## src/rtl/euc_jp_to_shift_jis_defines.svh

```systemverilog
// Assertion macros shared by the euc_jp_to_shift_jis RTL.
// No dependencies; included by the modules that carry assertions.
`ifndef EUC_JP_TO_SHIFT_JIS_DEFINES_SVH
`define EUC_JP_TO_SHIFT_JIS_DEFINES_SVH

// Same-cycle implication, disabled while in reset.
`define EJSJ_ASSERT_IMP(label, clk, rst_n, ante, cons, msg) \
    label: assert property (@(posedge clk) disable iff (!rst_n) (ante) |-> (cons)) \
        else $error(msg);

// Next-cycle implication, disabled while in reset.
`define EJSJ_ASSERT_NXT(label, clk, rst_n, ante, cons, msg) \
    label: assert property (@(posedge clk) disable iff (!rst_n) (ante) |=> (cons)) \
        else $error(msg);

`endif

```

## src/rtl/ejsj_pkg.sv

```systemverilog
// Shared constants, the result record type and conversion helpers.
// No dependencies; used by ejsj_core, ejsj_out_fifo and the top level.
package ejsj_pkg;

    localparam int FIFO_DEPTH = 4;

    localparam logic [7:0] SS2       = 8'h8E;
    localparam logic [7:0] SS3       = 8'h8F;
    localparam logic [7:0] KANJI_MIN = 8'hA0;
    localparam logic [6:0] ROW_MASK  = 7'h7F;
    localparam logic [7:0] ROW_SPLIT = 8'h5F;
    localparam logic [7:0] LO_BASE   = 8'h70;
    localparam logic [7:0] HI_BASE   = 8'hB0;
    localparam logic [7:0] CELL_HI   = 8'h20;
    localparam logic [7:0] CELL_LO   = 8'h1F;
    localparam logic [7:0] CELL_EVEN = 8'h7E;

    // Bytes produced by one input item: n is 1..3, bytes go out b0 first.
    typedef struct packed {
        logic [1:0] n;
        logic [7:0] b0;
        logic [7:0] b1;
        logic [7:0] b2;
    } ejsj_rec_t;

    function automatic logic opens_seq(input logic [7:0] b);
        opens_seq = (b == SS2) || (b == SS3) || (b >= KANJI_MIN);
    endfunction

    // JIS X 0208 pair (EUC form) to Shift-JIS; result is {first, second}.
    function automatic logic [15:0] jis_to_sjis(input logic [7:0] lead, input logic [7:0] trail);
        logic [7:0] row;
        logic [7:0] col;
        logic [7:0] half;
        logic [7:0] first;
        logic [7:0] second;
        row    = {1'b0, lead[6:0] & ROW_MASK};
        col    = {1'b0, trail[6:0] & ROW_MASK};
        half   = (row + 8'd1) >> 1;
        first  = (row < ROW_SPLIT) ? half + LO_BASE : half + HI_BASE;
        if (lead[0])
            second = (col > ROW_SPLIT) ? col + CELL_HI : col + CELL_LO;
        else
            second = col + CELL_EVEN;
        jis_to_sjis = {first, second};
    endfunction

endpackage

```

## src/rtl/ejsj_core.sv

```systemverilog
// Sequence tracker and converter: held bytes plus combinational decode of each item.
// Depends on ejsj_pkg and euc_jp_to_shift_jis_defines.svh.
`include "euc_jp_to_shift_jis_defines.svh"

module ejsj_core
(
    input  logic              clk,
    input  logic              rst_n,
    input  logic              accept,
    input  logic [7:0]        in_byte,
    output logic              push,
    output ejsj_pkg::ejsj_rec_t rec
);

    logic [1:0] held_count_reg;
    logic [1:0] held_count_next;
    logic [7:0] held0_reg;
    logic [7:0] held0_next;
    logic [7:0] held1_reg;
    logic [7:0] held1_next;
    logic [15:0] sjis;

    assign sjis = ejsj_pkg::jis_to_sjis(held0_reg, in_byte);

    always_comb
    begin
        held_count_next = 2'd0;
        held0_next      = held0_reg;
        held1_next      = held1_reg;
        rec.n           = 2'd0;
        rec.b0          = in_byte;
        rec.b1          = in_byte;
        rec.b2          = in_byte;
        case (held_count_reg)
            2'd0:
            begin
                if (ejsj_pkg::opens_seq(in_byte))
                begin
                    held0_next      = in_byte;
                    held_count_next = 2'd1;
                end
                else
                begin
                    rec.n = 2'd1;
                end
            end
            2'd1:
            begin
                if (held0_reg == ejsj_pkg::SS2)
                begin
                    rec.n = 2'd1;
                end
                else if (held0_reg == ejsj_pkg::SS3)
                begin
                    held1_next      = in_byte;
                    held_count_next = 2'd2;
                end
                else if (in_byte >= ejsj_pkg::KANJI_MIN)
                begin
                    rec.n  = 2'd2;
                    rec.b0 = sjis[15:8];
                    rec.b1 = sjis[7:0];
                end
                else
                begin
                    // lone lead byte goes out; this byte starts over if it opens a sequence, else goes out too
                    rec.b0 = held0_reg;
                    if (ejsj_pkg::opens_seq(in_byte))
                    begin
                        rec.n           = 2'd1;
                        held0_next      = in_byte;
                        held_count_next = 2'd1;
                    end
                    else
                    begin
                        rec.n = 2'd2;
                    end
                end
            end
            default:
            begin
                // SS3 plus middle byte held
                rec.b0 = ejsj_pkg::SS3;
                if ((held1_reg >= ejsj_pkg::KANJI_MIN) && (in_byte >= ejsj_pkg::KANJI_MIN))
                begin
                    rec.n  = 2'd3;
                    rec.b1 = held1_reg;
                end
                else if (held1_reg == ejsj_pkg::SS2)
                begin
                    rec.n = 2'd2;
                end
                else if (held1_reg == ejsj_pkg::SS3)
                begin
                    rec.n           = 2'd1;
                    held0_next      = ejsj_pkg::SS3;
                    held1_next      = in_byte;
                    held_count_next = 2'd2;
                end
                else
                begin
                    // middle byte is plain text or a lead with no valid trail
                    rec.b1 = held1_reg;
                    if (ejsj_pkg::opens_seq(in_byte))
                    begin
                        rec.n           = 2'd2;
                        held0_next      = in_byte;
                        held_count_next = 2'd1;
                    end
                    else
                    begin
                        rec.n = 2'd3;
                    end
                end
            end
        endcase
    end

    assign push = accept && (rec.n != 2'd0);

    always_ff @(posedge clk or negedge rst_n)
    begin
        if (!rst_n)
            held_count_reg <= 2'd0;
        else if (accept)
            held_count_reg <= held_count_next;
    end

    always_ff @(posedge clk)
    begin
        if (accept)
        begin
            held0_reg <= held0_next;
            held1_reg <= held1_next;
        end
    end

    `EJSJ_ASSERT_IMP(a_count_range, clk, rst_n, 1'b1, held_count_reg != 2'd3,
        "held count out of range")
    `EJSJ_ASSERT_IMP(a_ss3_lead, clk, rst_n, held_count_reg == 2'd2,
        held0_reg == ejsj_pkg::SS3, "two bytes held without SS3 lead")
    `EJSJ_ASSERT_IMP(a_hold_or_emit, clk, rst_n, accept && (held_count_next == 2'd0),
        (rec.n != 2'd0) || ((held_count_reg == 2'd1) && (held0_reg == ejsj_pkg::SS3)) || 1'b0,
        "item cleared state without output")

endmodule

```

## src/rtl/ejsj_out_fifo.sv

```systemverilog
// Result queue: one record of up to three bytes per item, drained a byte per cycle while out_stall is low.
// Depends on ejsj_pkg and euc_jp_to_shift_jis_defines.svh.
`include "euc_jp_to_shift_jis_defines.svh"

module ejsj_out_fifo
#(
    parameter int DEPTH = ejsj_pkg::FIFO_DEPTH
)
(
    input  logic                clk,
    input  logic                rst_n,
    input  logic                push,
    input  ejsj_pkg::ejsj_rec_t rec,
    output logic                full,
    output logic                out_valid,
    input  logic                out_stall,
    output logic [7:0]          out_byte,
    output logic                last_of_run
);

    localparam int PTR_W = (DEPTH > 1) ? $clog2(DEPTH) : 1;
    localparam int CNT_W = $clog2(DEPTH + 1);
    localparam logic [PTR_W-1:0] PTR_LAST = PTR_W'(DEPTH - 1);
    localparam logic [CNT_W-1:0] CNT_FULL = CNT_W'(DEPTH);

    ejsj_pkg::ejsj_rec_t entries [DEPTH];
    ejsj_pkg::ejsj_rec_t head;

    logic [PTR_W-1:0] wr_ptr_reg;
    logic [PTR_W-1:0] rd_ptr_reg;
    logic [CNT_W-1:0] count_reg;
    logic [CNT_W-1:0] count_next;
    logic [1:0]       idx_reg;
    logic             take;
    logic             pop;

    assign head        = entries[rd_ptr_reg];
    assign full        = (count_reg == CNT_FULL);
    assign out_valid   = (count_reg != '0);
    assign last_of_run = (idx_reg == (head.n - 2'd1));
    assign take        = out_valid && !out_stall;
    assign pop         = take && last_of_run;

    always_comb
    begin
        case ({push, pop})
            2'b10:   count_next = count_reg + CNT_W'(1);
            2'b01:   count_next = count_reg - CNT_W'(1);
            default: count_next = count_reg;
        endcase
    end

    always_comb
    begin
        case (idx_reg)
            2'd0:    out_byte = head.b0;
            2'd1:    out_byte = head.b1;
            default: out_byte = head.b2;
        endcase
    end

    always_ff @(posedge clk or negedge rst_n)
    begin
        if (!rst_n)
        begin
            wr_ptr_reg <= '0;
            rd_ptr_reg <= '0;
            count_reg  <= '0;
            idx_reg    <= 2'd0;
        end
        else
        begin
            count_reg <= count_next;
            if (push)
                wr_ptr_reg <= (wr_ptr_reg == PTR_LAST) ? '0 : wr_ptr_reg + PTR_W'(1);
            if (pop)
            begin
                rd_ptr_reg <= (rd_ptr_reg == PTR_LAST) ? '0 : rd_ptr_reg + PTR_W'(1);
                idx_reg    <= 2'd0;
            end
            else if (take)
                idx_reg <= idx_reg + 2'd1;
        end
    end

    always_ff @(posedge clk)
    begin
        if (push)
            entries[wr_ptr_reg] <= rec;
    end

    `EJSJ_ASSERT_IMP(a_no_overflow, clk, rst_n, push, !full, "push into full result queue")
    `EJSJ_ASSERT_IMP(a_count_bound, clk, rst_n, 1'b1, count_reg <= CNT_FULL,
        "result queue count out of range")
    `EJSJ_ASSERT_NXT(a_idx_step, clk, rst_n, take && !last_of_run,
        idx_reg == $past(idx_reg) + 2'd1, "byte index did not advance")

endmodule

```

## src/rtl/euc_jp_to_shift_jis.sv

```systemverilog
// Top level of the EUC-JP to Shift-JIS byte stream converter.
// Depends on ejsj_pkg, ejsj_core and ejsj_out_fifo.
//
//  channel | direction | handshake          | payload
//  --------+-----------+--------------------+-------------------------
//  in      | sink      | in_valid/in_stall   | in_byte, buffer_end
//  out     | source    | out_valid/out_stall | out_byte, last_of_run
//
// An input item is decoded in the cycle it is accepted and its record is queued;
// its bytes leave the queue in order, one byte per cycle while out_stall is low.
// Up to three bytes per item; input stalls only while the FIFO_DEPTH-record
// result queue is full, and each way moves at most one byte per cycle.
// Reset clears the held-sequence count and the result queue.
// buffer_end carries no function: partial sequences stay held across buffers.
module euc_jp_to_shift_jis
#(
    parameter int FIFO_DEPTH = ejsj_pkg::FIFO_DEPTH
)
(
    input  logic       clk,
    input  logic       rst_n,
    input  logic       in_valid,
    output logic       in_stall,
    input  logic [7:0] in_byte,
    input  logic       buffer_end,
    output logic       out_valid,
    input  logic       out_stall,
    output logic [7:0] out_byte,
    output logic       last_of_run
);

    logic                accept;
    logic                push;
    logic                full;
    ejsj_pkg::ejsj_rec_t rec;

    assign in_stall = full;
    assign accept   = in_valid && !full;

    ejsj_core u_core
    (
        .clk     (clk),
        .rst_n   (rst_n),
        .accept  (accept),
        .in_byte (in_byte),
        .push    (push),
        .rec     (rec)
    );

    ejsj_out_fifo
    #(
        .DEPTH (FIFO_DEPTH)
    )
    u_fifo
    (
        .clk         (clk),
        .rst_n       (rst_n),
        .push        (push),
        .rec         (rec),
        .full        (full),
        .out_valid   (out_valid),
        .out_stall   (out_stall),
        .out_byte    (out_byte),
        .last_of_run (last_of_run)
    );

endmodule
```

## config.mk

```make
export PLATFORM = sky130hd
export DESIGN_NAME = euc_jp_to_shift_jis
export DESIGN_NICKNAME = d
export VERILOG_FILES = /design/src/rtl/ejsj_pkg.sv /design/src/rtl/ejsj_core.sv /design/src/rtl/ejsj_out_fifo.sv /design/src/rtl/euc_jp_to_shift_jis.sv
export VERILOG_INCLUDE_DIRS = /design/src /design/src/rtl
export SDC_FILE = /design/constraint.sdc
export NUM_CORES = 1
export LEC_CHECK = 0
export BUFFER_PORTS_ARGS = -buffer_cell sky130_fd_sc_hd__buf_2
export CAP_MARGIN = 20
export CELL_PAD_IN_SITES_DETAIL_PLACEMENT = 0
export CELL_PAD_IN_SITES_GLOBAL_PLACEMENT = 1
export CORE_ASPECT_RATIO = 0.8
export CORE_MARGIN = 2
export CORE_UTILIZATION = 40
export DETAILED_ROUTE_END_ITERATION = 10
export PLACE_DENSITY = 0.64
export SKIP_CTS_REPAIR_TIMING = 1
export SYNTH_ARGS = -nofsm -noshare
export SYNTH_HDL_FRONTEND = slang
export SYNTH_SLANG_ARGS = --single-unit
```

## constraint.sdc

```tcl
create_clock -name clk -period 13.7 [get_ports clk]
set_clock_uncertainty 0.1 [all_clocks]
set_input_delay 0.685 -clock clk [delete_from_list [all_inputs] [get_ports clk]]
set_output_delay 0.685 -clock clk [all_outputs]
set_load 0.01 [all_outputs]
```

# Word-level counts from Yosys, hierarchy flattened
# Memory sizes are Yosys's and may differ from the RTL's.
# Index checks and enable logic that the tools add are counted.
[op_classes] bitwise_logic=1 n_shift=0 n_reduce_logical=17 magnitude_cmp=4 muxes=48 div=0 n_addsub=12 n_mul=0 eq_ne=22
[ops] op="8-bit 2-to-1 mux" n=18
[ops] op="8-bit == test, second input constant" n=6
[ops] op="8-bit one-hot mux with 2 select lines" n=3
[ops] op="16-bit one-hot mux with 2 select lines" n=1
[ops] op="2-bit 2-to-1 mux" n=15
[ops] op="18-bit 2-to-1 mux" n=1
[ops] op="7-bit by 7-bit adder with 8-bit output, second input constant" n=2
[ops] op="8-bit >= comparator, second input constant" n=2
[ops] op="16-bit 2-to-1 mux" n=1
[ops] op="6-bit AND reduction" n=2
[ops] op="10-bit 2-to-1 mux" n=1
[ops] op="2-bit inequality test, second input constant" n=5
[ops] op="7-bit by 1-bit adder with 8-bit output, second input constant" n=1
[ops] op="7-bit by 5-bit adder with 8-bit output, second input constant" n=1
[ops] op="7-bit by 6-bit adder with 8-bit output, second input constant" n=1
[ops] op="7-bit by 8-bit adder with 8-bit output, second input constant" n=1
[ops] op="2-bit one-hot mux with 2 select lines" n=2
[ops] op="7-bit greater-than comparator, second input constant" n=1
[ops] op="7-bit less-than comparator, second input constant" n=1
[ops] op="2-bit by 1-bit adder with 2-bit output, second input constant" n=3
[ops] op="2-bit by 1-bit == test with 1-bit output, second input constant" n=3
[ops] op="2-bit == test, second input constant" n=3
[ops] op="3-bit inequality test, second input constant" n=2
[ops] op="3-bit one-hot mux with 2 select lines" n=1
[ops] op="14 further kinds" n=27
[word_totals] latchBits=0 ram_bits=104 inputBits=13 mem_bits_ro=0 ff_bits=27 mem_count=1 wordCells=112
[mem_list] memory="u_fifo.entries" words=4 word_bits=26 rd=1 rd_ports_with_merged_regs=0 wr=1 line="ejsj_out_fifo.sv:26" text="ejsj_pkg::ejsj_rec_t entries [DEPTH];"

# Logic depth before layout (Yosys ltp)
[depth] word_depth=12 ltp_mapped=14

# By module
# Synthesis repeated with hierarchy kept, for this count alone.
[unflattened] cells_unflattened=501 hier_area_um2=6642.6
[by_module_without_submodules] mod="ejsj_out_fifo" area_each_um2=4498.1 n_inst=1 cells_each=216 seq_area_each_um2=3348.2
[by_module_without_submodules] mod="ejsj_core" area_each_um2=2130.8 n_inst=1 cells_each=284 seq_area_each_um2=530.5
[by_module_without_submodules] mod="euc_jp_to_shift_jis" area_each_um2=13.8 n_inst=1 cells_each=1 seq_area_each_um2=0.0

# Worst setup path after synthesis
# No wires, ideal clock.
[synth_path] path_kind="input to register" startpoint="input in_byte[6]" endpoint="memory u_fifo.entries[0][0] in the netlist's numbering, enable pin" path_slack_ps=9289 path_stages=6 setup_time_ps=447 t_arrival_ps=3864 cell_sequence="buf_2 > or2_2 > nor4_2 > a221o_1 > a21oi_2 > nor3b_1"
[synth_between] elab_chain_cells=12 elab_cells_between_ends=20 classes_between="order compare: 1; eq/ne: 2; mux: 12; reduce/logical: 5"
[synth_lines] element="start: declaration" line="euc_jp_to_shift_jis.sv:24" text="input logic [7:0] in_byte,"
[synth_lines] element="branches (longest 7 deep; another with 8-bit >= comparator)"
[synth_lines] element="2-bit one-hot mux with 2 select lines *" line="ejsj_core.sv:34" text="case (held_count_reg)"
[synth_lines] element="2-bit nonzero test *" line="ejsj_core.sv:119" text="assign push = accept && (rec.n != 2'd0);"
[synth_lines] element="1-bit logical AND *" line="ejsj_core.sv:119"
[synth_lines] element="1-bit 2-to-1 mux *" line="ejsj_out_fifo.sv:88" text="if (push)"
[synth_lines] element="1-bit 2-to-1 mux (implied by the code) *" line="ejsj_out_fifo.sv:89" text="entries[wr_ptr_reg] <= rec;"
[synth_lines] element="end: declaration" line="ejsj_out_fifo.sv:26"
# Mark *: on every way between the ends.

==> flow_metrics.env <==
export IMPL_dieHeight_um=119.2
export IMPL_drv_slew=0
export IMPL_clk_latency_ns=0.41
export IMPL_p_leak_nw=2.614
export IMPL_cts_root_buf="clkbuf_16"
export IMPL_relSlewSlack=0.2227
export IMPL_setup_violations=0
export IMPL_viasPerCell=5.712
export IMPL_pin_count=24
export IMPL_fin_crit_sh=0.3050
export IMPL_finalWirelength_um=15630
export IMPL_synth_async_reset_ratio=0.08397
export IMPL_io_buffer_count=22
export IMPL_overflow=0
export IMPL_worstPathCellList="clkinv_1 > ha_1 > o211a_1 > a211oi_1 > buf_4 > nand2_1 > a211oi_1 > mux2i_1"
export IMPL_start_kind="flip-flop"
export IMPL_mostFrequentLayoutCells="edfxtp_1, nor2_1, nand2_1, mux4_2"
export IMPL_core_um2=16400
export IMPL_numCtsBuffers=17
export IMPL_tns_ns=0
export IMPL_drt_iter0_drc=408
export IMPL_cts_tree="built"
export IMPL_critPathKind="reg -> reg"
export IMPL_peakVddDrop_uv=81.34
export IMPL_fp_row_count=42
export IMPL_final_common_cell="edfxtp_1"
export IMPL_largest_reg_flops=104
export IMPL_dpl_worst_slack_ns=9.677
export IMPL_final_nets=559
export IMPL_endpoint_kind="flip-flop"
export IMPL_synthCells=504
export IMPL_drtPass1Iterations=6
export IMPL_synth_nets=540
export IMPL_hold_viol_final=0
export IMPL_grt_pass1_vias=4287
export IMPL_place_congestion=0.8597
export IMPL_drc_errors=0
export IMPL_synth_area_um2=6634
export IMPL_ys_ff_latch=131
export IMPL_areaGrowthSynthToFinish_pct=13.82
export IMPL_cap_violations=0
export IMPL_grt_max_degree=30
export IMPL_synthFlopType="edfxtp_1"
export IMPL_cp_max_fo=18
export IMPL_fmax_mhz=239.3
export IMPL_worst_pin_slew_ns=1.151
export IMPL_synth_edf_count=120
export IMPL_clock_path_buffers=2
export IMPL_gr_usage_all_layers=0.1871
export IMPL_cp_slowest_cell="edfxtp_1"
export IMPL_critPathMostFrequentCell="a211oi_1"
export IMPL_diodes=0
export IMPL_drive_gt1_frac=0.1948
export IMPL_path_clk_slew_ns=0.06
export IMPL_synth_distinct_cells=67
export IMPL_avgSynthCellArea_um2=13.16
export IMPL_via_count=4307
export IMPL_die_area_um2=17640
export IMPL_htree_levels=4
export IMPL_p_per_area_nw_per_um2=202.4
export IMPL_holdCritPathClass="in -> async"
export IMPL_antenna_found_initial=1
export IMPL_ant_nets=0
export IMPL_die_width_um=148.0
export IMPL_ys_seq_area_frac=0.5847
export IMPL_crit_buf_inv=2
export IMPL_critPathTopFamily="compound AO/OA/AOI/OAI gates"
export IMPL_crit_path_max_incr_delay_ns=0.79
export IMPL_start_util=0.4046
export IMPL_cp_required_ns=13.78
export IMPL_ys_warn_count=0
export IMPL_rsz0062_at_grt="false"
export IMPL_hpwl_um=10070
export IMPL_wire_per_inst_um=20.73
export IMPL_power_w=0.001528
export IMPL_layout_setup_ws_ns=9.522
export IMPL_outcome="complete, no violations"
export IMPL_final_util=0.4605
export IMPL_grt_pass1_wl_um=24580
export IMPL_fin_crit_ns=4.178
export IMPL_crit_arrival_ns=4.26
export IMPL_clock_sinks=131
## final timing paths
path	startpoint	to	slack, ns	cells past startpoint
worst max-delay path	u_core.held0_reg[0]$_DFFE_PP_	u_fifo.entries[0][13]$_DFFE_PP_	9.52	8
max in group asynchronous	rst_n	u_fifo.rd_ptr_reg[0]$_DFFE_PN0P_	13.20	1
worst min register to register	u_fifo.count_reg[0]$_DFFE_PN0P_	u_fifo.count_reg[0]$_DFFE_PN0P_	0.40	1
min in group clk	u_fifo.count_reg[0]$_DFFE_PN0P_	u_fifo.count_reg[0]$_DFFE_PN0P_	0.40	1
worst max register to register	u_core.held0_reg[0]$_DFFE_PP_	u_fifo.entries[0][13]$_DFFE_PP_	9.52	8
worst min-delay path	rst_n	u_fifo.idx_reg[0]$_DFFE_PN0P_	0.05	1
## cell families (layout without fill, tap and decap cells)
logic type / Yosys count / count (layout) / share of synthesized area
adder cells (fa/ha/maj): 23 / 23 / 0.04451
flip-flops: 131 / 131 / 0.5847
buffers and inverters: 52 / 82 / 0.03093
XOR/XNOR: 8 / 8 / 0.01056
AO/OA/AOI/OAI: 112 / 112 / 0.1185
multiplexers: 33 / 33 / 0.09940
AND/OR/NAND/NOR: 145 / 145 / 0.1115
## metrics by stage
step,cells,instance area [um2],hold WS (ns)
global placement,724,6985,0.3893
global route,754,7551,0.06261
finish,754,7551,0.05280
detailed placement,724,6985,0.3912
CTS,754,7551,0.05427
floorplan,504,6634,0.2894
## synthesized netlist by cell type, drive strengths merged, types with 3 or more instances
cell    number  area, um2
a211o        3      26.28
a211oi       6      45.04
a21oi       21      108.9
a221o        9      90.09
a31oi        6      37.54
and3         5      31.28
buf          9      43.79
clkbuf      21      78.83
dfrtp       11      275.3
edfxtp     120       3603
ha          22      275.3
inv         21      78.83
mux2         3      33.78
mux2i        4      40.04
mux4        26      585.6
nand2       27      101.4
nand2b       5      31.28
nand3       18      90.09
nand4        3      18.77
nor2        42      160.2
nor2b       10      62.56
nor3         9      45.04
nor3b        7      52.55
nor4         5      43.79
o211a        3      30.03
o211ai       8      60.06
o21a         4      30.03
o21ai       24      120.1
o311ai       3      26.28
o31ai        3      22.52
or2          6      37.54
or3          3      18.77
xnor2        5      43.79
xor2         3      26.28
## layer usage
| metal | routed length [um] | up-vias | global-route usage |
|---|---|---|---|
| met5 | 0 | - | 0 |
| met1 | 7574 | 2170 | 0.2806 |
| li1 | - | 2005 | - |
| met2 | 7175 | 124 | 0.2795 |
| met3 | 788 | 8 | 0.04253 |
| met4 | 94 | 0 | 0.03929 |
## report_power, final
part,internal [W],switching [W]
sequential,0.000541,0.0000637
combinational,0.000218,0.000275
clock,0.000266,0.000164
total,0.00103,0.000503
## area by class of cell
cell class | count | area [um2]
clock buffer | 18 | 429.2
clock inverter | 12 | 136.4
fill | 1502 | 8845
inverter | 22 | 82.58
multi-input combinational | 321 | 2577
sequential | 131 | 3880
tap | 220 | 275.3
timing repair buffer | 30 | 170.2
No activity file was read; power rests on OpenSTA's default activity.
